`src/sv/voxel_occupancy_label_fusion_top_macros.svh`:
```
// assertion macros for the voxel fusion block
`ifndef VOXEL_OCCUPANCY_LABEL_FUSION_TOP_MACROS_SVH
`define VOXEL_OCCUPANCY_LABEL_FUSION_TOP_MACROS_SVH
// implication, disabled while reset is asserted
`define VOLF_ASSERT_IMP(label, clk, rst_n, lhs, rhs, msg) \
  label: assert property (@(posedge clk) disable iff (!rst_n) (lhs) |-> (rhs)) \
    else $error(msg);
// next-cycle implication, disabled while reset is asserted
`define VOLF_ASSERT_NXT(label, clk, rst_n, lhs, rhs, msg) \
  label: assert property (@(posedge clk) disable iff (!rst_n) (lhs) |=> (rhs)) \
    else $error(msg);
`endif

```
`src/sv/volf_pkg.sv`:
```
// package: shared types and constants of the voxel fusion block
`timescale 1ns / 1ps
package volf_pkg;
  localparam int unsigned NUM_REGS = 6;
  localparam logic [2:0] REG_VOTE_STEP = 3'd0;
  localparam logic [2:0] REG_VOTE_CAP = 3'd1;
  localparam logic [2:0] REG_PROB_HIT = 3'd2;
  localparam logic [2:0] REG_PROB_MISS = 3'd3;
  localparam logic [2:0] REG_ODDS_FLOOR = 3'd4;
  localparam logic [2:0] REG_ODDS_CEIL = 3'd5;
  localparam logic [15:0] HALF_Q16 = 16'd32768;
  localparam logic [16:0] ONE_Q16 = 17'd65536;

  // the two log2 mantissas travelling along the cell chain
  typedef struct packed {
    logic [16:0] ma;
    logic [16:0] mb;
  } mant_pair_t;
endpackage

```
`src/sv/volf_log_cell.sv`:
```
// one fraction-bit cell of the paired log2 chain
`timescale 1ns / 1ps
module volf_log_cell #(
  parameter int RW = 20
) (
  input  logic                 clk_i,
  input  logic                 en_i,
  input  volf_pkg::mant_pair_t m_i,
  input  logic signed [RW-1:0] ra_i,
  input  logic signed [RW-1:0] rb_i,
  output volf_pkg::mant_pair_t m_o,
  output logic signed [RW-1:0] ra_o,
  output logic signed [RW-1:0] rb_o
);
  logic [33:0] sqa, sqb;
  logic [17:0] ta, tb;
  volf_pkg::mant_pair_t m_d, m_q;
  logic signed [RW-1:0] ra_d, rb_d, ra_q, rb_q;

  always_comb begin
    sqa = 34'(m_i.ma) * 34'(m_i.ma);
    sqb = 34'(m_i.mb) * 34'(m_i.mb);
    ta = sqa[33:16];
    tb = sqb[33:16];
    ra_d = {ra_i[RW-2:0], ta[17]};
    rb_d = {rb_i[RW-2:0], tb[17]};
    m_d.ma = ta[17] ? ta[17:1] : ta[16:0];
    m_d.mb = tb[17] ? tb[17:1] : tb[16:0];
  end

  always_ff @(posedge clk_i) begin
    if (en_i) begin
      m_q <= m_d;
      ra_q <= ra_d;
      rb_q <= rb_d;
    end
  end

  assign m_o = m_q;
  assign ra_o = ra_q;
  assign rb_o = rb_q;
endmodule

```
`config.mk`:
```
export PLATFORM = sky130hd
export DESIGN_NAME = volf_log_cell
export DESIGN_NICKNAME = d
export VERILOG_FILES = /design/src/sv/voxel_occupancy_label_fusion_top_macros.svh /design/src/sv/volf_pkg.sv /design/src/sv/volf_log_cell.sv
export SDC_FILE = /design/constraint.sdc
export NUM_CORES = 1
export LEC_CHECK = 0
export BUFFER_PORTS_ARGS = -buffer_cell sky130_fd_sc_hd__buf_2
export CAP_MARGIN = 30
export CELL_PAD_IN_SITES_DETAIL_PLACEMENT = 0
export CELL_PAD_IN_SITES_GLOBAL_PLACEMENT = 1
export CORE_ASPECT_RATIO = 2
export CORE_UTILIZATION = 45
export DETAILED_ROUTE_END_ITERATION = 6
export GPL_ROUTABILITY_DRIVEN = 0
export PLACE_DENSITY_LB_ADDON = 0.1
export SLEW_MARGIN = 10
export SYNTH_ARGS = -nofsm -noshare
export SYNTH_HDL_FRONTEND = slang
export SYNTH_SLANG_ARGS = --single-unit
```
`constraint.sdc`:
```
create_clock -name clk_i -period 6.84 [get_ports clk_i]
set_input_delay 0.342 -clock clk_i [delete_from_list [all_inputs] [get_ports clk_i]]
set_output_delay 0.342 -clock clk_i [all_outputs]
set_load 0.02 [all_outputs]
```
==> impl_metrics.json, run 1 <==
{
  "run_status": "complete, no violations",
  "critPathRequiredTime_ns": 7.01,
  "synthesized_area_per_cell_sq_um": 9.58,
  "setup_total_negative_slack_ns": 0,
  "ys_seq_area_frac": 0.118,
  "detail_route.drc_violations": 0,
  "detailedRoute.firstPassIterationCount": 4,
  "ctsRootBufferMaster": "sky130_fd_sc_hd__clkbuf_16",
  "regArea_sq_mm": 0.00222,
  "worst-slew-pin-transition_ns": 0.934,
  "finalSetupViolCount": 0,
  "row_count": 105,
  "edff_count_synth": 74,
  "hold-path-endpoint": "rb_o[8]$_DFFE_PP_",
  "holdCritStartpoint": "rb_i[7]",
  "largest_net_degree_at_the_start_of_global_routing": 75,
  "clk_pin_slew_worst_paths_ns": 0.06,
  "design.final.nets": 2821,
  "finalHoldWorstSlack_ns": 0.186,
  "post-dp-hpwl_um": 43700,
  "synth_flop_cell": "sky130_fd_sc_hd__edfxtp_1",
  "floorplan.die.width_um": 147,
  "synth_area_sq_mm": 0.0188,
  "cts_htree_levels": 3,
  "dpl.cell_count": 2677,
  "grt.overflow.total": 0,
  "maxCapViolations": 0,
  "chipHeight_um": 291,
  "synthesis.instances": 1961,
  "mostFrequentLayoutCell": "sky130_fd_sc_hd__inv_1",
  "grt_first_pass_wirelength_um": 80000,
  "cts_tree": "yes",
  "floorplan.io_pins": 150,
  "async_flop_share": 0,
  "final_cell_area_sq_mm": 0.0210,
  "grt_pass1_vias": 15823,
  "hold_violations": 0,
  "hold_path_depth": 1,
  "slew_violations": 0,
  "yosys_warnings": 0,
  "track_usage": 0.246,
  "critical_path_fanout_max": 11,
  "endpoint_kind": "flip-flop",
  "critPathLaunchType": "input port",
  "grt_setup_unrepaired": "no",
  "num-fill-cells": 3953,
  "ctsLongestPathBuffers": 2,
  "syn-num-nets": 2629,
  "fin_crit_ns": 6.53,
  "cts.sink_count": 74,
  "drt-total-wl_um": 49100,
  "floorplan.die_area_sq_mm": 0.0426,
  "tritoncts.num_buffers": 9,
  "portBuffers": 147,
  "num_antenna_cells": 0,
  "route.vias.total": 13577,
  "ys_seq_elements": 74,
  "routed_via_density": 5.04,
  "stdcell_count": 2693,
  "drive_gt1_frac": 0.133,
  "multi_input_area_sq_mm": 0.0142,
  "initial_cell_density_of_the_core": 0.457,
  "fin_crit_sh": 0.955,
  "area.growth.synth_to_final_pct": 11.5,
  "netlist-cell-type-count": 66,
  "timing.fmax_mhz": 153,
  "relSlewSlack": 0.377,
  "type_of_the_most_critical_hold_path": "in2reg",
  "design.core.area_sq_mm": 0.0411,
  "arrival_ns": 6.70,
  "detail_routed_net_length_per_standard_cell_um": 18.2,
  "route.antenna.remaining_nets": 0,
  "mostFrequentLayoutCells": "sky130_fd_sc_hd__inv_1 (563), sky130_fd_sc_hd__fa_1 (376), sky130_fd_sc_hd__ha_1 (216)",
  "postPlaceCellArea_sq_mm": 0.0207,
  "first_iter_violations": 314,
  "path_class": "in2reg",
  "initial_antenna_violation_count": 0
}
[critical path, cell delays in order]
cell and delay (ns):
sky130_fd_sc_hd__buf_2 0.27, sky130_fd_sc_hd__nand2_1 0.18, sky130_fd_sc_hd__fa_1 0.53, sky130_fd_sc_hd__fa_1 0.56, sky130_fd_sc_hd__fa_1 0.54, sky130_fd_sc_hd__inv_1 0.07
sky130_fd_sc_hd__fa_1 0.50, sky130_fd_sc_hd__fa_1 0.52, sky130_fd_sc_hd__inv_1 0.06, sky130_fd_sc_hd__fa_1 0.47, sky130_fd_sc_hd__inv_1 0.04, sky130_fd_sc_hd__ha_1 0.28
sky130_fd_sc_hd__a21oi_1 0.24, sky130_fd_sc_hd__buf_4 0.16, sky130_fd_sc_hd__nand2_1 0.06, sky130_fd_sc_hd__a31o_1 0.28, sky130_fd_sc_hd__or4_4 0.44, sky130_fd_sc_hd__o21ai_2 0.19
sky130_fd_sc_hd__a211oi_1 0.09, sky130_fd_sc_hd__or2_4 0.29, sky130_fd_sc_hd__inv_4 0.07, sky130_fd_sc_hd__mux2_4 0.30, sky130_fd_sc_hd__a211oi_2 0.20
[worst max path at each step]
stage / from / end / slack [ns]
floorplan: m_i[31] / m_o[23]$_DFFE_PP_ / 0.09
finish: m_i[29] / m_o[23]$_DFFE_PP_ / 0.31
CTS: m_i[29] / m_o[23]$_DFFE_PP_ / 0.30
detailed placement: m_i[29] / m_o[23]$_DFFE_PP_ / -0.06
global placement: m_i[28] / m_o[23]$_DFFE_PP_ / 0.04
global route: m_i[29] / m_o[20]$_DFFE_PP_ / 0.01
[synthesized netlist by cell type, types with 12 or more instances]
cell / count / share of area
sky130_fd_sc_hd__nor2_1: 46 / 0.0092
sky130_fd_sc_hd__o21ai_0: 25 / 0.0067
sky130_fd_sc_hd__a21oi_1: 49 / 0.013
sky130_fd_sc_hd__o21bai_1: 13 / 0.0052
sky130_fd_sc_hd__xnor2_1: 43 / 0.020
sky130_fd_sc_hd__inv_1: 563 / 0.11
sky130_fd_sc_hd__edfxtp_1: 74 / 0.12
sky130_fd_sc_hd__nand3_1: 13 / 0.0035
sky130_fd_sc_hd__nor3_1: 12 / 0.0032
sky130_fd_sc_hd__a21o_1: 24 / 0.0096
sky130_fd_sc_hd__fa_1: 376 / 0.40
sky130_fd_sc_hd__clkbuf_1: 52 / 0.010
sky130_fd_sc_hd__ha_1: 216 / 0.14
sky130_fd_sc_hd__and2_1: 114 / 0.038
sky130_fd_sc_hd__nand2_1: 186 / 0.037
sky130_fd_sc_hd__mux2_2: 14 / 0.0084
sky130_fd_sc_hd__xor2_1: 15 / 0.0070
[timing repair]
action,CTS,global route
gates resized for setup,0,1
hold endpoints to repair,0,0
endpoints found under the setup margin,0,1
hold buffers,0,0
buffers inserted,0,0
[metrics by stage]
| stage | util | setup slack, ns |
|---|---|---|
| after global placement | 0.503 | 0.0364 |
| after CTS | 0.510 | 0.305 |
| after floorplan | - | 0.0863 |
| after detailed placement | 0.503 | -0.0600 |
| final | 0.510 | 0.309 |
| after global routing | 0.510 | 0.00981 |
[cell type report]
cell class | count | share of cell area
sequential | 74 | 0.106
clock buffer | 9 | 0.0107
tap | 535 | 0.0319
timing repair buffer | 236 | 0.0683
multi-input combinational | 1268 | 0.679
clock inverter | 7 | 0.00328
inverter | 564 | 0.101
[routing by layer]
layer	global-route usage	wire, um	part of all wire	vias to the layer above
met5	0	0	0	-
met4	0.127	3030	0.062	0
met3	0.0172	745	0.015	117
met2	0.539	30900	0.63	221
met1	0.208	14500	0.29	6918
li1	-	-	-	6321
[flip-flops by register name, summed over array words and instances (netlist names)]
register,cells
ra_o,20
m_o,34
rb_o,20
[kinds of logic (layout without fill, tap and decap cells)]
family,count (synthesis),count (layout),synth area share
muxes,24,24,0.0144
DFF,74,74,0.118
adders and majority gates,592,592,0.544
xor gates and xnor gates,58,58,0.0270
AOI/OAI and AO/OA,174,174,0.0625
and+or+nand+nor,420,420,0.109
buffers and inverters,619,816,0.125
Power of run 1 is left out: the tool's default activity adds up to more than one toggle a clock period on the data nets, which glitch-free logic cannot reach.
==> run 2, diff against run 1 <==
--- a/config.mk
+++ b/config.mk
@@ -5,15 +5,18 @@
 export SDC_FILE = /design/constraint.sdc
 export NUM_CORES = 1
 export LEC_CHECK = 0
+export ABC_AREA = 1
 export BUFFER_PORTS_ARGS = -buffer_cell sky130_fd_sc_hd__buf_2
 export CAP_MARGIN = 30
 export CELL_PAD_IN_SITES_DETAIL_PLACEMENT = 0
 export CELL_PAD_IN_SITES_GLOBAL_PLACEMENT = 1
 export CORE_ASPECT_RATIO = 2
-export CORE_UTILIZATION = 45
+export CORE_MARGIN = 4
+export CORE_UTILIZATION = 43
 export DETAILED_ROUTE_END_ITERATION = 6
 export GPL_ROUTABILITY_DRIVEN = 0
 export PLACE_DENSITY_LB_ADDON = 0.1
+export REMOVE_ABC_BUFFERS = 1
 export SLEW_MARGIN = 10
 export SYNTH_ARGS = -nofsm -noshare
 export SYNTH_HDL_FRONTEND = slang
==> impl_metrics.json, run 2 <==
{
  "finalSetupViolCount": 0,
  "design.core.area_sq_mm": 0.0458,
  "maxCapViolations": 0,
  "synth_area_sq_mm": 0.0199,
  "setup_total_negative_slack_ns": 0,
  "ys_top_cells_by_count": "sky130_fd_sc_hd__inv_1 (714), sky130_fd_sc_hd__nand2_1 (578), sky130_fd_sc_hd__fa_1 (376)",
  "post-cts-setup-buffers": 0,
  "row_count": 111,
  "largest_net_degree_at_the_start_of_global_routing": 75,
  "endpoint_kind": "flip-flop",
  "synth_area_leader": "sky130_fd_sc_hd__fa_1",
  "detailedRoute.firstPassIterationCount": 4,
  "cts_hold_buf": 0,
  "area.growth.synth_to_final_pct": 7.44,
  "initial_cell_density_of_the_core": 0.435,
  "route.antenna.remaining_nets": 0,
  "critPathRequiredTime_ns": 6.94,
  "detail_routed_net_length_per_standard_cell_um": 17.8,
  "cts.sink_count": 74,
  "portBuffers": 147,
  "type_of_the_most_critical_hold_path": "in2reg",
  "mostFrequentLayoutCell": "sky130_fd_sc_hd__inv_1",
  "ys_seq_elements": 74,
  "run_status": "complete, no violations",
  "largest_reg_flops": 34,
  "timing.fmax_mhz": 167,
  "stdcell_count": 3100,
  "drt-total-wl_um": 55200,
  "initial_antenna_violation_count": 0,
  "drive_gt1_frac": 0.0860,
  "mostFrequentLayoutCells": "sky130_fd_sc_hd__inv_1 (714), sky130_fd_sc_hd__nand2_1 (578), sky130_fd_sc_hd__fa_1 (376)",
  "critical_path_fanout_max": 14,
  "relSlewSlack": 0.600,
  "finalHoldWorstSlack_ns": 0.169,
  "routed_via_density": 4.98,
  "ys_seq_area_frac": 0.112,
  "first_iter_violations": 487,
  "ctsLongestPathBuffers": 2,
  "worst-slew-pin-transition_ns": 0.594,
  "chipHeight_um": 312,
  "synth_flop_cell": "sky130_fd_sc_hd__edfxtp_1",
  "grt.overflow.total": 0,
  "cts_htree_levels": 3,
  "dpl.cell_count": 3083,
  "route.vias.total": 15423,
  "floorplan.die_area_sq_mm": 0.0500,
  "yosys.area.top_type_share": 0.378,
  "yosysMostFrequentCell": "sky130_fd_sc_hd__inv_1",
  "clk_pin_slew_worst_paths_ns": 0.08,
  "design.final.nets": 3198,
  "path_class": "in2reg",
  "layout.core_utilization": 0.467,
  "resized_cells_post_cts": 0,
  "synthesized_area_per_cell_sq_um": 8.17,
  "post-dp-hpwl_um": 48400,
  "num-fill-cells": 4663,
  "grt_pass1_vias": 18017,
  "floorplan.die.width_um": 160,
  "grt_first_pass_wirelength_um": 90300,
  "track_usage": 0.231,
  "hold_violations": 0,
  "slew_violations": 0,
  "critPathLaunchType": "input port",
  "async_flop_share": 0,
  "num_antenna_cells": 0,
  "edff_count_synth": 74,
  "grt_setup_unrepaired": "no",
  "fin_crit_ns": 5.98,
  "yosys_warnings": 0,
  "netlist-cell-type-count": 38,
  "ys_top_cells_by_area": "sky130_fd_sc_hd__fa_1 (38%), sky130_fd_sc_hd__ha_1 (14%), sky130_fd_sc_hd__inv_1 (13%), sky130_fd_sc_hd__edfxtp_1 (11%), sky130_fd_sc_hd__nand2_1 (11%)",
  "synthesis.instances": 2439,
  "floorplan.io_pins": 150,
  "cts_tree": "yes",
  "ctsRootBufferMaster": "sky130_fd_sc_hd__clkbuf_16",
  "arrival_ns": 6.08,
  "detail_route.drc_violations": 0,
  "fin_crit_sh": 0.875,
  "tritoncts.num_buffers": 9
}
==> run 2: cell families (layout without fill, tap and decap cells) <==
logic type | Yosys count | in the layout | share of synthesized area
AO/OA/AOI/OAI | 154 | 154 | 0.0443
adder cells (fa/ha/maj) | 592 | 592 | 0.514
flip-flops | 74 | 74 | 0.112
buffers and inverters | 791 | 887 | 0.152
XOR/XNOR | 36 | 36 | 0.0158
AND/OR/NAND/NOR | 792 | 792 | 0.163
==> run 2: cell type report <==
type | instances | area [sq um] | area share
Clock buffer | 9 | 225 | 0.0105
Clock inverter | 7 | 60.1 | 0.00281
Sequential cell | 74 | 2220 | 0.104
Inverter | 715 | 2680 | 0.125
Timing Repair Buffer | 156 | 826 | 0.0386
Multi-Input combinational cell | 1574 | 14700 | 0.686
Tap cell | 565 | 707 | 0.0330
==> run 2: path summary, 6_finish.rpt <==
kind | endpoint | cells after the start | slack, ns | start
max | m_o[27]$_DFFE_PP_ | 22 | 0.86 | m_i[27]
min | rb_o[5]$_DFFE_PP_ | 1 | 0.17 | rb_i[4]
==> run 2: worst max-delay path, cell delays in order <==
cell                      delay (ns)
sky130_fd_sc_hd__buf_2          0.36
sky130_fd_sc_hd__buf_4          0.24
sky130_fd_sc_hd__nand2_1        0.09
sky130_fd_sc_hd__fa_1           0.55
sky130_fd_sc_hd__inv_1          0.09
sky130_fd_sc_hd__fa_1           0.49
sky130_fd_sc_hd__fa_1           0.56
sky130_fd_sc_hd__fa_1           0.45
sky130_fd_sc_hd__fa_1           0.49
sky130_fd_sc_hd__inv_1          0.05
sky130_fd_sc_hd__fa_1           0.47
sky130_fd_sc_hd__inv_1          0.04
sky130_fd_sc_hd__ha_1           0.33
sky130_fd_sc_hd__nand2_1        0.16
sky130_fd_sc_hd__nor2_1         0.17
sky130_fd_sc_hd__inv_1          0.12
sky130_fd_sc_hd__nor3_1         0.40
sky130_fd_sc_hd__nand3_1        0.28
sky130_fd_sc_hd__nand3_1        0.14
sky130_fd_sc_hd__nand2_1        0.13
sky130_fd_sc_hd__nand2_1        0.09
sky130_fd_sc_hd__nand2_1        0.04
==> run 2: per-stage QoR <==
stage          cell area [sq um]  setup WS (ns)
4_1_cts                    21400          0.880
2_1_floorplan              19600           1.68
3_3_place_gp               21100          0.535
5_1_grt                    21400          0.600
6_report                   21400          0.857
3_5_place_dp               21100          0.526
==> run 2: routing by layer <==
layer / track usage / vias up / part of all wire
met5: 0 / - / 0
met4: 0.119 / 0 / 0.061
met3: 0.0107 / 138 / 0.015
met2: 0.510 / 268 / 0.63
met1: 0.195 / 7721 / 0.29
li1: - / 7296 / -
Power of run 2 is left out for the same reason.
